[config.mk]
export PLATFORM = sky130hd
export DESIGN_NAME = positional_list_store
export DESIGN_NICKNAME = d
export VERILOG_FILES = /design/src/plst_pkg.sv /design/src/positional_list_store.sv /design/src/plst_store.sv /design/src/plst_seq.sv
export SDC_FILE = /design/constraint.sdc
export NUM_CORES = 1
export LEC_CHECK = 0
export ABC_AREA = 1
export BUFFER_PORTS_ARGS = -buffer_cell sky130_fd_sc_hd__buf_4
export CAP_MARGIN = 15
export CORE_MARGIN = 1
export CORE_UTILIZATION = 45
export CTS_CLUSTER_SIZE = 14
export DETAILED_ROUTE_END_ITERATION = 8
export SLEW_MARGIN = 20
export SYNTH_ARGS = -nofsm -noshare
export SYNTH_HDL_FRONTEND = slang
export SYNTH_SLANG_ARGS = --single-unit
[constraint.sdc]
create_clock -name clock -period 4.3 [get_ports clock]
set_input_delay 0.215 -clock clock [delete_from_list [all_inputs] [get_ports clock]]
set_output_delay 0.215 -clock clock [all_outputs]
set_load 0.03 [all_outputs]
[src/plst_pkg.sv]
// plst_pkg: shared codes, field widths, bus layout and the memory control
// struct of the positional list store. No dependencies.
`default_nettype none

package plst_pkg;

   // operation codes (req_tuser)
   localparam logic [1:0] OP_INSERT  = 2'd0;
   localparam logic [1:0] OP_REMOVE  = 2'd1;
   localparam logic [1:0] OP_READ    = 2'd2;
   localparam logic [1:0] OP_REPLACE = 2'd3;

   // status codes
   localparam logic [1:0] ST_OK     = 2'd0;
   localparam logic [1:0] ST_BADPOS = 2'd1;
   localparam logic [1:0] ST_FULL   = 2'd2;

   // field widths
   localparam int OPCODE_W = 2;
   localparam int POS_W    = 5;
   localparam int VALUE_W  = 32;
   localparam int LEN_W    = 5;
   localparam int STATUS_W = 2;

   // bus layout
   localparam int REQ_TDATA_W = ((POS_W + VALUE_W + 7) / 8) * 8;
   localparam int RSP_TDATA_W = ((VALUE_W + LEN_W + STATUS_W + 7) / 8) * 8;
   localparam int REQ_PAD_W   = REQ_TDATA_W - POS_W - VALUE_W;
   localparam int RSP_PAD_W   = RSP_TDATA_W - VALUE_W - LEN_W - STATUS_W;

   // parameter defaults
   localparam int DEF_CAPACITY   = 16;
   localparam int DEF_DATA_WIDTH = 32;

   // sequencer to entry memory
   typedef struct packed {
      logic rd_en;         // latch the addressed entry
      logic wr_en;         // write the addressed entry
      logic wr_sel_input;  // write data: 1 = request value, 0 = latched entry
   } mem_ctl_type;

endpackage

`default_nettype wire

[src/positional_list_store.sv]
// positional_list_store: top level of the bounded positional list.
// Depends on plst_pkg, plst_store and plst_seq.
`default_nettype none

//  channel   dir   transaction carries
//  --------  ----  ---------------------------------------------------------
//  req_*     in    tuser: opcode; tdata: position, value
//  rsp_*     out   tdata: read_value, list_length, status
//
//  One transaction at a time; the list is a single-port memory and a shift
//  moves one entry at a time (read, then write back one place over).
//  Reset clears the length; entries hold no reset value and are only read
//  after they were written. A result waits in the rsp_ register while the
//  next request is accepted; only its completion stalls on rsp_tready.

module positional_list_store #(
   parameter int CAPACITY   = plst_pkg::DEF_CAPACITY,
   parameter int DATA_WIDTH = plst_pkg::DEF_DATA_WIDTH
) (
   input  wire                                  clock,
   input  wire                                  reset,
   // request stream
   input  wire                                  req_tvalid,
   output logic                                 req_tready,
   input  wire  [plst_pkg::REQ_TDATA_W-1:0]     req_tdata,   // position, value, zero pad
   input  wire  [plst_pkg::OPCODE_W-1:0]        req_tuser,   // opcode
   // result stream
   output logic                                 rsp_tvalid,
   input  wire                                  rsp_tready,
   output logic [plst_pkg::RSP_TDATA_W-1:0]     rsp_tdata    // read_value, list_length,
                                                             // status, zero pad
);

   localparam int AW = $clog2(CAPACITY);

   plst_pkg::mem_ctl_type              mem_ctl;
   logic [AW-1:0]                      mem_addr;
   logic [DATA_WIDTH-1:0]              mem_wr_value;
   logic [DATA_WIDTH-1:0]              mem_rd_q;

   logic                               res_valid;
   logic                               res_ready;
   logic [plst_pkg::VALUE_W-1:0]       res_read_value;
   logic [plst_pkg::LEN_W-1:0]         res_list_length;
   logic [plst_pkg::STATUS_W-1:0]      res_status;

   // output register
   logic                               rsp_valid_ff, rsp_valid_in;
   logic [plst_pkg::VALUE_W-1:0]       rsp_value_ff, rsp_value_in;
   logic [plst_pkg::LEN_W-1:0]         rsp_len_ff, rsp_len_in;
   logic [plst_pkg::STATUS_W-1:0]      rsp_status_ff, rsp_status_in;

   // unpack request fields, position in the low bits
   logic [plst_pkg::POS_W-1:0]         req_position;
   logic [plst_pkg::VALUE_W-1:0]       req_value;

   assign req_position = req_tdata[plst_pkg::POS_W-1:0];
   assign req_value    = req_tdata[plst_pkg::POS_W +: plst_pkg::VALUE_W];

   plst_seq #(
      .CAPACITY   (CAPACITY),
      .DATA_WIDTH (DATA_WIDTH),
      .AW         (AW)
   ) u_seq (
      .clock           (clock),
      .reset           (reset),
      .req_valid       (req_tvalid),
      .req_ready       (req_tready),
      .req_opcode      (req_tuser),
      .req_position    (req_position),
      .req_value       (req_value),
      .mem_ctl         (mem_ctl),
      .mem_addr        (mem_addr),
      .mem_wr_value    (mem_wr_value),
      .mem_rd_q        (mem_rd_q),
      .res_valid       (res_valid),
      .res_ready       (res_ready),
      .res_read_value  (res_read_value),
      .res_list_length (res_list_length),
      .res_status      (res_status)
   );

   plst_store #(
      .DEPTH (CAPACITY),
      .AW    (AW),
      .DW    (DATA_WIDTH)
   ) u_store (
      .clock    (clock),
      .ctl      (mem_ctl),
      .addr     (mem_addr),
      .wr_value (mem_wr_value),
      .rd_q     (mem_rd_q)
   );

   // the register takes a new result when empty or being drained
   assign res_ready = !rsp_valid_ff || rsp_tready;

   always_comb begin
      rsp_valid_in  = rsp_valid_ff;
      rsp_value_in  = rsp_value_ff;
      rsp_len_in    = rsp_len_ff;
      rsp_status_in = rsp_status_ff;
      if (res_ready) begin
         rsp_valid_in = res_valid;
      end
      if (res_valid && res_ready) begin
         rsp_value_in  = res_read_value;
         rsp_len_in    = res_list_length;
         rsp_status_in = res_status;
      end
   end

   always_ff @(posedge clock) begin
      if (reset) begin
         rsp_valid_ff <= 1'b0;
      end else begin
         rsp_valid_ff <= rsp_valid_in;
      end
   end

   always_ff @(posedge clock) begin
      rsp_value_ff  <= rsp_value_in;
      rsp_len_ff    <= rsp_len_in;
      rsp_status_ff <= rsp_status_in;
   end

   assign rsp_tvalid = rsp_valid_ff;
   assign rsp_tdata  = {{plst_pkg::RSP_PAD_W{1'b0}}, rsp_status_ff, rsp_len_ff, rsp_value_ff};

endmodule

`default_nettype wire

[src/plst_store.sv]
// plst_store: single-port entry memory with registered read data.
// Depends on plst_pkg (mem_ctl_type).
`default_nettype none

module plst_store #(
   parameter int DEPTH = plst_pkg::DEF_CAPACITY,
   parameter int AW    = $clog2(plst_pkg::DEF_CAPACITY),
   parameter int DW    = plst_pkg::DEF_DATA_WIDTH
) (
   input  wire                      clock,
   input  plst_pkg::mem_ctl_type    ctl,
   input  wire  [AW-1:0]            addr,
   input  wire  [DW-1:0]            wr_value,
   output logic [DW-1:0]            rd_q
);

   logic [DW-1:0] mem [DEPTH];
   logic [DW-1:0] rd_q_ff;
   logic [DW-1:0] wdata;

   // a shift step writes back the entry latched in the previous cycle
   assign wdata = ctl.wr_sel_input ? wr_value : rd_q_ff;
   assign rd_q  = rd_q_ff;

   always_ff @(posedge clock) begin
      if (ctl.wr_en) begin
         mem[addr] <= wdata;
      end
      if (ctl.rd_en) begin
         rd_q_ff <= mem[addr];
      end
   end

endmodule

`default_nettype wire

[src/plst_seq.sv]
// plst_seq: operation sequencer with the length count, the shared index
// stepper and the result registers. Depends on plst_pkg.
`default_nettype none

module plst_seq #(
   parameter int CAPACITY   = plst_pkg::DEF_CAPACITY,
   parameter int DATA_WIDTH = plst_pkg::DEF_DATA_WIDTH,
   parameter int AW         = $clog2(plst_pkg::DEF_CAPACITY)
) (
   input  wire                                clock,
   input  wire                                reset,
   // request
   input  wire                                req_valid,
   output logic                               req_ready,
   input  wire  [plst_pkg::OPCODE_W-1:0]      req_opcode,
   input  wire  [plst_pkg::POS_W-1:0]         req_position,
   input  wire  [plst_pkg::VALUE_W-1:0]       req_value,
   // entry memory
   output plst_pkg::mem_ctl_type              mem_ctl,
   output logic [AW-1:0]                      mem_addr,
   output logic [DATA_WIDTH-1:0]              mem_wr_value,
   input  wire  [DATA_WIDTH-1:0]              mem_rd_q,
   // result
   output logic                               res_valid,
   input  wire                                res_ready,
   output logic [plst_pkg::VALUE_W-1:0]       res_read_value,
   output logic [plst_pkg::LEN_W-1:0]         res_list_length,
   output logic [plst_pkg::STATUS_W-1:0]      res_status
);

   localparam int CW    = $clog2(CAPACITY + 1);
   localparam int CMP_W = ((CW > plst_pkg::POS_W) ? CW : plst_pkg::POS_W) + 1;

   localparam logic [2:0] S_IDLE = 3'd0;
   localparam logic [2:0] S_RD   = 3'd1;
   localparam logic [2:0] S_WR   = 3'd2;
   localparam logic [2:0] S_FIN  = 3'd3;
   localparam logic [2:0] S_DONE = 3'd4;

   logic [2:0]                        state_ff, state_in;
   logic [CW-1:0]                     count_ff, count_in;
   logic [plst_pkg::OPCODE_W-1:0]     op_ff, op_in;
   logic [AW-1:0]                     idx_ff, idx_in;
   logic [AW-1:0]                     end_ff, end_in;
   logic [DATA_WIDTH-1:0]             value_ff, value_in;
   logic [plst_pkg::VALUE_W-1:0]      rd_ff, rd_in;
   logic [plst_pkg::STATUS_W-1:0]     status_ff, status_in;

   logic                              accept;
   logic                              is_ins;
   logic                              bad_pos;
   logic                              full;
   logic [CMP_W-1:0]                  pos_x;
   logic [CMP_W-1:0]                  n_x;
   logic [plst_pkg::POS_W-1:0]        pos_m1;
   logic [AW-1:0]                     p0;
   logic [AW-1:0]                     n_idx;
   logic [AW-1:0]                     n_m1;
   logic [AW-1:0]                     idx_step;

   // request checks against the current length
   assign accept  = (state_ff == S_IDLE) && req_valid;
   assign is_ins  = (req_opcode == plst_pkg::OP_INSERT);
   assign pos_x   = CMP_W'(req_position);
   assign n_x     = CMP_W'(count_ff);
   assign bad_pos = (req_position == '0) ||
                    (is_ins ? (pos_x > (n_x + CMP_W'(1))) : (pos_x > n_x));
   assign full    = is_ins && (count_ff == CW'(CAPACITY));
   assign pos_m1  = req_position - plst_pkg::POS_W'(1);
   assign p0      = AW'(pos_m1);
   assign n_idx   = AW'(count_ff);
   assign n_m1    = AW'(count_ff - CW'(1));

   // shared index stepper: insert walks down, remove walks up
   assign idx_step = (op_ff == plst_pkg::OP_INSERT) ? (idx_ff - AW'(1)) : (idx_ff + AW'(1));

   always_comb begin
      state_in  = state_ff;
      count_in  = count_ff;
      op_in     = op_ff;
      idx_in    = idx_ff;
      end_in    = end_ff;
      value_in  = value_ff;
      rd_in     = rd_ff;
      status_in = status_ff;
      mem_ctl   = '0;
      mem_addr  = idx_ff;
      req_ready = 1'b0;
      res_valid = 1'b0;

      unique case (state_ff)
         S_IDLE: begin
            req_ready = 1'b1;
            if (accept) begin
               op_in    = req_opcode;
               value_in = DATA_WIDTH'(req_value);
               rd_in    = '0;
               if (bad_pos) begin
                  status_in = plst_pkg::ST_BADPOS;
                  state_in  = S_DONE;
               end else if (full) begin
                  status_in = plst_pkg::ST_FULL;
                  state_in  = S_DONE;
               end else begin
                  status_in = plst_pkg::ST_OK;
                  unique case (req_opcode)
                     plst_pkg::OP_INSERT: begin
                        idx_in   = n_idx;
                        end_in   = p0;
                        count_in = count_ff + CW'(1);
                        state_in = (n_idx == p0) ? S_FIN : S_RD;
                     end
                     plst_pkg::OP_REMOVE: begin
                        idx_in   = p0;
                        end_in   = n_m1;
                        count_in = count_ff - CW'(1);
                        state_in = (p0 == n_m1) ? S_DONE : S_RD;
                     end
                     plst_pkg::OP_READ: begin
                        idx_in   = p0;
                        state_in = S_RD;
                     end
                     plst_pkg::OP_REPLACE: begin
                        idx_in   = p0;
                        state_in = S_FIN;
                     end
                     default: begin
                        state_in = S_DONE;
                     end
                  endcase
               end
            end
         end
         S_RD: begin
            mem_ctl.rd_en = 1'b1;
            mem_addr      = (op_ff == plst_pkg::OP_READ) ? idx_ff : idx_step;
            state_in      = S_WR;
         end
         S_WR: begin
            if (op_ff == plst_pkg::OP_READ) begin
               rd_in    = plst_pkg::VALUE_W'(mem_rd_q);
               state_in = S_DONE;
            end else begin
               mem_ctl.wr_en = 1'b1;
               idx_in        = idx_step;
               if (idx_step == end_ff) begin
                  state_in = (op_ff == plst_pkg::OP_INSERT) ? S_FIN : S_DONE;
               end else begin
                  state_in = S_RD;
               end
            end
         end
         S_FIN: begin
            mem_ctl.wr_en        = 1'b1;
            mem_ctl.wr_sel_input = 1'b1;
            state_in             = S_DONE;
         end
         S_DONE: begin
            res_valid = 1'b1;
            if (res_ready) begin
               state_in = S_IDLE;
            end
         end
         default: begin
            state_in = S_IDLE;
         end
      endcase
   end

   always_ff @(posedge clock) begin
      if (reset) begin
         state_ff <= S_IDLE;
         count_ff <= '0;
      end else begin
         state_ff <= state_in;
         count_ff <= count_in;
      end
   end

   always_ff @(posedge clock) begin
      op_ff     <= op_in;
      idx_ff    <= idx_in;
      end_ff    <= end_in;
      value_ff  <= value_in;
      rd_ff     <= rd_in;
      status_ff <= status_in;
   end

   assign mem_wr_value    = value_ff;
   assign res_read_value  = rd_ff;
   assign res_list_length = plst_pkg::LEN_W'(count_ff);
   assign res_status      = status_ff;

   // length never passes the capacity
   a_count_bound: assert property (@(posedge clock) disable iff (reset)
      count_ff <= CW'(CAPACITY))
      else $error("list length above capacity");

   // a rejected transaction leaves the length as it was
   a_reject_keeps_len: assert property (@(posedge clock) disable iff (reset)
      (accept && (bad_pos || full)) |=> (count_ff == $past(count_ff)))
      else $error("rejected transaction changed the length");

   // every memory write lands inside the capacity
   a_write_in_range: assert property (@(posedge clock) disable iff (reset)
      mem_ctl.wr_en |-> ({1'b0, mem_addr} < (AW + 1)'(CAPACITY)))
      else $error("entry write outside capacity");

   // handing off a result returns the sequencer to idle
   a_done_to_idle: assert property (@(posedge clock) disable iff (reset)
      (res_valid && res_ready) |=> (state_ff == S_IDLE))
      else $error("sequencer did not return to idle");

   // a result status is always a defined code
   a_status_code: assert property (@(posedge clock) disable iff (reset)
      res_valid |-> (res_status == plst_pkg::ST_OK || res_status == plst_pkg::ST_BADPOS ||
                     res_status == plst_pkg::ST_FULL))
      else $error("undefined status code");

endmodule

`default_nettype wire
==> metrics.txt, run 1 <==
Startpoint Class flip-flop; Hold Path Depth 2; die width between 200 and 250 microns; Post-Syn Area per Cell about 13 sq um; Filler Cells Inserted slightly below 5000; Clock Path Buffers 3; most numerous cell in the Yosys netlist nand2_1; Levels on crit path 14; highest clock rate 297.6 MHz; Worst path slowest cell fa_1; Synth-to-Final Area Change 15.23%; top_reg_cell synth edfxtp_1; outcome finished, final reports clean; Synth area leader edfxtp_1; Die Ht approximately 240 microns; overall routed net length 63240 microns; Routed Antenna Nets 0; worst setup path startpoint u_seq.op_ff[1]; WP buf/inv 2; wire per inst ~20 microns; first-pass GRT wire length between 90000 and 100000 microns; GP Congestion ~0.83; most numerous cell on the critical path nand2_1; Worst EP required 4.74 ns; dpl cell area roughly 28000 sq um; Worst-path clk slew 0.06 ns; First-pass DRT Iterations 5; Yosys warnings 0; Root Buffer clkbuf_16; gr usage total 21.42%; Crit Path Category flip-flop to flip-flop; Clk Latency, worst-skew pair roughly 0.6 ns; Setup Skew 0.02600 ns; Met3 Routed Length 3956 microns; top cell family by delay on the critical path simple AND/OR/NAND/NOR gates; # IOs 88; hold_sp req_tdata[0]; class of the worst hold path primary input to flip-flop; DR vias 16378; Final HPWL DP around 33000 microns; Leak Pwr 11.11 nW; Final setup violation count 0; pin count of the biggest net entering global routing 129; slowest stage delay, CP a little over 0.5 ns; Worst setup EP type flip-flop; largest cells by area after synthesis edfxtp_1 75%, nand2_1 13%, nand4_1 3.1%; Least-Margin Pin Slew 1.148 ns; CTS Buf Count approximately 70; vias in the first global route 15943; Seq cells post-synth around 670; fin nets about 2300; H-tree depth 3; Yosys top cell area share around three quarters; path depth of the worst reg2reg path 14; setup TNS 0 ns; CP Max Fanout ~130; final instance area 30580 sq um; Seq/Total Area, Yosys between 70% and 80%; Synth cell types 34; num rows 88; share of layout cells above drive strength 1 between 10% and 20%; Placed Cells incl. Taps between 2000 and 3000; Tmin final roughly 3.4 ns; WL met1 between 20000 and 30000 microns; max-cap violations 0; Worst slew margin about a quarter; number of flops mapped to enable cells by yosys around 660; VDD IR max 322.6 uV; Post-synth top cells 900 x nand2_1, 659 x edfxtp_1, 130 x nand4_1; ys async rst share 0%; initial antenna violation count 0; Starting Density 45.74%; clock sink count between 600 and 700; Port Buffer Count 83; CTS tree done; Die ar. roughly 60000 sq um; FF-to-FF Start u_seq.op_ff[1]; RSZ-0062 raised after global routing no; period utilization 78.15%; Final Hold Fails 0; Finished Layout Cells between 3000 and 4000; ant diodes 0; CTS Hold Buffers Added 36; met2 routed WL approximately 30000 microns; vias per cell 5.300; Arr. time, crit path between 3 and 4 ns; grt total ovfl 0; Setup Buffers After CTS 0; Post-CTS Resized 0; Power Density between 500 and 600 nW/um^2; pins over their slew limit 0; highest routed layer met4; detailed-route DRC error count 0; initial detailed-routing violation count roughly 1300; Core ar. between 50000 and 60000 sq um; Mapped Nets 2184; Post-Synthesis Cells roughly 2100; Post-Synthesis Cell Area 26540 sq um; CP cell instances nor2_1, fa_1, inv_1, nand2_1, o21ai_0, o21ai_2, nor2_4, buf_12, nand2_1, nand4_1, nand2_1, nand2_1, nand2_1, nand2_1
## cells in the final DEF, fill, tap and decap left out, types with 3 or more instances in the layout
cell type	count
buf_4	125
buf_12	12
nand3_1	21
bufinv_16	4
xnor2_1	3
nand2_1	899
dlygate4sd3_1	36
o21ai_0	28
nor2_4	21
inv_1	74
edfxtp_1	659
clkbuf_1	26
nor2_1	93
clkinv_1	14
inv_2	6
a21oi_1	33
clkinv_2	9
nand4_1	130
dfxtp_1	9
clkbuf_16	70
xor2_1	4
ha_1	16
a21oi_2	12
## through the flow
stage	total power [mW]	utilization [%]	hold WS (ns)	setup slack [ns]
4_1_cts	15.69	52.62	0.01440	0.9690
3_5_place_dp	10.11	48.43	0.3945	0.9830
5_1_grt	16.19	52.71	0.04288	0.6838
6_report	15.57	52.71	0.03455	0.9396
3_3_place_gp	10.09	48.43	0.3948	1.048
2_1_floorplan	9.436	-	0.2841	0.1870
## logic make-up (layout without fill, tap and decap cells)
logic type               count (synthesis)  count (layout)  share of synthesized area, %
AO/OA/AOI/OAI                           78              78                         1.518
XOR/XNOR                                 7               7                        0.2310
adder cells (fa/ha/maj)                 17              17                        0.8297
buffers and inverters                  174             378                         3.927
flip-flops                             668             668                         75.24
multiplexers                             1               1                       0.03771
other                                    1               1                       0.01413
AND/OR/NAND/NOR                       1175            1175                         18.21
## layer usage
layer | vias to the layer above | track usage [%]
li1 | 7632 | -
met1 | 8137 | 29.13
met2 | 514 | 35.36
met3 | 95 | 3.816
met4 | 0 | 5.956
met5 | - | 0
## state kept, by name (all words and copies together), names as in the netlist
signal / cells
u_seq.mem_wr_value: 32
rsp_status_ff: 2
rsp_len_ff: 5
rsp_value_ff: 32
u_seq.idx_ff: 4
u_seq.res_status: 2
u_store.mem: 512
u_seq.end_ff: 4
u_store.rd_q: 32
u_seq.res_read_value: 32
u_seq.op_ff: 2
u_seq.res_list_length: 5
rsp_tvalid: 1
u_seq.state_ff: 3
## final timing paths
| check | to | slack, ns |
|---|---|---|
| setup / recovery | u_store.rd_q[29] | 0.94 |
| hold / removal | u_seq.end_ff[0] | 0.03 |
| setup reg to reg | u_store.rd_q[29] | 0.94 |
| hold reg to reg | rsp_value_ff[21] | 0.42 |
## report_power, final
group	internal, mW	switching [mW]	total (mW)
logic	0.666	1.72	2.39
registers	7.54	0.0763	7.61
clock network	3.24	2.33	5.57
total	11.4	4.13	15.6
## layout make-up
cell class | count | area [sq um] | share of cell area [%]
Inverter | 83 | 311.5 | 1.019
Clock inverter | 25 | 222.7 | 0.7282
Timing Repair Buffer | 174 | 1544 | 5.048
Sequential cell | 668 | 19970 | 65.29
Tap cell | 765 | 957.2 | 3.130
Clock buffer | 96 | 1849 | 6.046
Multi-Input combinational cell | 1279 | 5731 | 18.74
(Power assumes the default switching activity.)
==> inputs of run 2 (changes only) <==
clock period = 3 ns   (was 4.3 ns; I/O delays follow)
==> metrics.txt, run 2 (synthesis results as in run 1) <==
initial antenna violation count 1 (+1); Tmin final 2.875 ns (-0.4851 ns); DR vias 16532 (+0.94%); Worst setup EP type flip-flop; Biggest register u_store.mem; Worst slew margin 20.61% (-2.9 points); Final HPWL DP 36250 microns (+9.0%); DP Worst Slack 0.002151 ns (-0.9808 ns); CTS Buf Count 71 (+4.4%); Worst path slowest cell dlygate4sd3_1; Final setup violation count 0 (unchanged); most frequent cells in the layout 893 x nand2_1, 659 x edfxtp_1, 139 x buf_4, 130 x nand4_1, 93 x nor2_1; clock sink count 668 (unchanged); Reg2Reg Setup Slack 0.12 ns (-0.81 ns); hold_sp req_tvalid; hold endpoint u_seq.state_ff[1]; Worst-path clk slew 0.06 ns (about the same); most numerous cell on the critical path nand2_1; period utilization 95.85% (+18 points); Clk Latency, worst-skew pair 0.61 ns (about the same); gr usage total 21.51% (+0.097 points); vias in the first global route 15959 (+0.10%); most common cell after layout, fill and taps aside nand2_1; final instance area 32120 sq um (+5.0%); CP cell instances clkinv_1, ha_1, inv_1, ha_1, nand3_1, o21ai_0, a21oi_1, nand2_1, nand2_1, o21ai_0, nand3_1, nand2_1, a21oi_1, dlygate4sd3_1; setup TNS 0 ns (unchanged); Port Buffer Count 83 (unchanged); Worst EP required 3.49 ns (-1.25 ns); Synth-to-Final Area Change 21.03%; highest clock rate 347.8 MHz (+17%); Crit Path Category flip-flop to flip-flop; share of layout cells above drive strength 1 15.31% (+3.7 points); pin count of the biggest net entering global routing 65 (-50%); outcome finished, final reports clean; VDD IR max 488.8 uV (+52%); dpl cell area 28910 sq um (+2.9%); Die Ht 244.9 microns (unchanged); # IOs 88 (unchanged); Arr. time, crit path 3.37 ns (-0.43 ns); Core ar. 58030 sq um (unchanged); fin nets 2410 (+3.1%); Power Density 731.3 nW/um^2 (+44%); class of the worst hold path primary input to flip-flop; Startpoint Class flip-flop; wire per inst 20.76 microns (+1.4%); max reg flops 512 (unchanged); setup ws final 0.1246 ns (-0.8149 ns); Overall Power 23.49 mW (+51%); Reg area 19970 sq um (about the same); Setup Skew 0.02683 ns (+0.0008225 ns); Filler Cells Inserted 4681 (-3.1%); RSZ-0062 raised after global routing no; Finished Layout Cells 3162 (+2.3%); Final Hold Fails 0 (unchanged); initial detailed-routing violation count 1585 (+19%); Leak Pwr 11.78 nW (+6.0%); ant diodes 0 (unchanged); vias per cell 5.228 (-1.4%); max-cap violations 0 (unchanged); First-pass DRT Iterations 6 (+1); multi-input logic area 5792 sq um (+1.1%); Hold Path Depth 5 (+3); num rows 88 (unchanged); GP Congestion 0.8294 (-0.66%); grt total ovfl 0 (unchanged); path depth of the worst reg2reg path 14 (unchanged); Least-Margin Pin Slew 1.191 ns (+0.04282 ns); Clock Path Buffers 3 (unchanged); H-tree depth 3 (unchanged); Reg-to-Reg End u_seq.state_ff[2]; detailed-route DRC error count 0 (unchanged); die width 244.9 microns (unchanged); pins over their slew limit 0 (unchanged); CP Max Fanout 5 (-96%); slowest stage delay, CP 0.54 ns (+0.03 ns); Starting Density 45.74% (unchanged); CTS tree done; first-pass GRT wire length 95790 microns (+0.14%); overall routed net length 65650 microns (+3.8%); Root Buffer clkbuf_16; Placed Cells incl. Taps 2978 (+1.6%); Routed Antenna Nets 0 (unchanged); Die ar. 59960 sq um (unchanged); FF-to-FF Start u_seq.res_list_length[0]
-- run 2: changes by cell type in the layout (fill, tap and decap cells not counted), sizes merged --
| cell | change |
|---|---|
| clkinv | -1 |
| buf | +58 |
| bufinv | +5 |
| clkbuf | +4 |
| clkinvlp | +2 |
| dlygate4sd3 | +2 |
| inv | +2 |
-- run 2: worst max-delay path by stage --
stage                             startpoint                   to  slack [ns]  cells after the start
floorplan                  u_seq.state_ff[0]   u_store.mem[11][0]       -0.63                      8
global placement              u_seq.op_ff[1]  u_store.mem[11][20]        0.02                     12
detailed placement            u_seq.op_ff[1]  u_store.mem[11][17]       0.002                     12
CTS                           u_seq.op_ff[1]   u_store.mem[9][12]        0.01                     11
global route                  u_seq.op_ff[1]      u_store.rd_q[0]       0.007                     15
finish              u_seq.res_list_length[0]    u_seq.state_ff[2]        0.12                     14
-- run 2: critical path: cells and delay by family (launching register included) --
family / cells / cell delay, ns
flip-flops: 1 / 0.39
AND/OR/NAND/NOR: 5 / 0.48
AO/OA/AOI/OAI: 4 / 0.55
buffers and inverters: 3 / 0.73
adder cells (fa/ha/maj): 2 / 0.63
-- run 2: power breakdown --
part           total (mW)  switching (mW)  internal, mW  leakage [nW]
logic                3.81            2.60          1.22          4.57
clock network        8.77            3.48          5.30          1.12
registers            10.9           0.101          10.8          6.08
-- run 2: timing repair --
item | in CTS | in global routing
resized for setup | 1 | 16
hold endpoints to repair | 44 | 0
endpoints found under the setup margin | 29 | 454
setup buffers | 1 | 12
pin swaps | 1 | 9
gates cloned | 0 | 9
hold buffers | 38 | 0
-- run 2: layout make-up --
| class | instances | share of cell area [%] |
|---|---|---|
| clock buffer | 90 | 5.983 |
| clock inverter | 33 | 1.239 |
| inverter | 83 | 0.9777 |
| multi-input combinational | 1279 | 18.03 |
| sequential | 668 | 62.18 |
| tap | 765 | 2.980 |
| timing repair buffer | 244 | 8.612 |
-- run 2: metal layers --
metal  vias to the layer above  track usage (%)  wire length, microns
met4                         0            7.463                  1589
met1                      8105            30.44                 29250
met3                        92            2.897                  4037
met5                         -                0                     0
met2                       536            34.27                 30770
li1                       7799                -                     -
-- run 2: through the flow --
step	utilization [%]	hold slack (ns)
floorplan	-	0.2191
global placement	49.82	0.3277
detailed placement	49.83	0.3295
CTS	54.52	0.002231
global route	55.36	0.05987
finish	55.36	0.04623
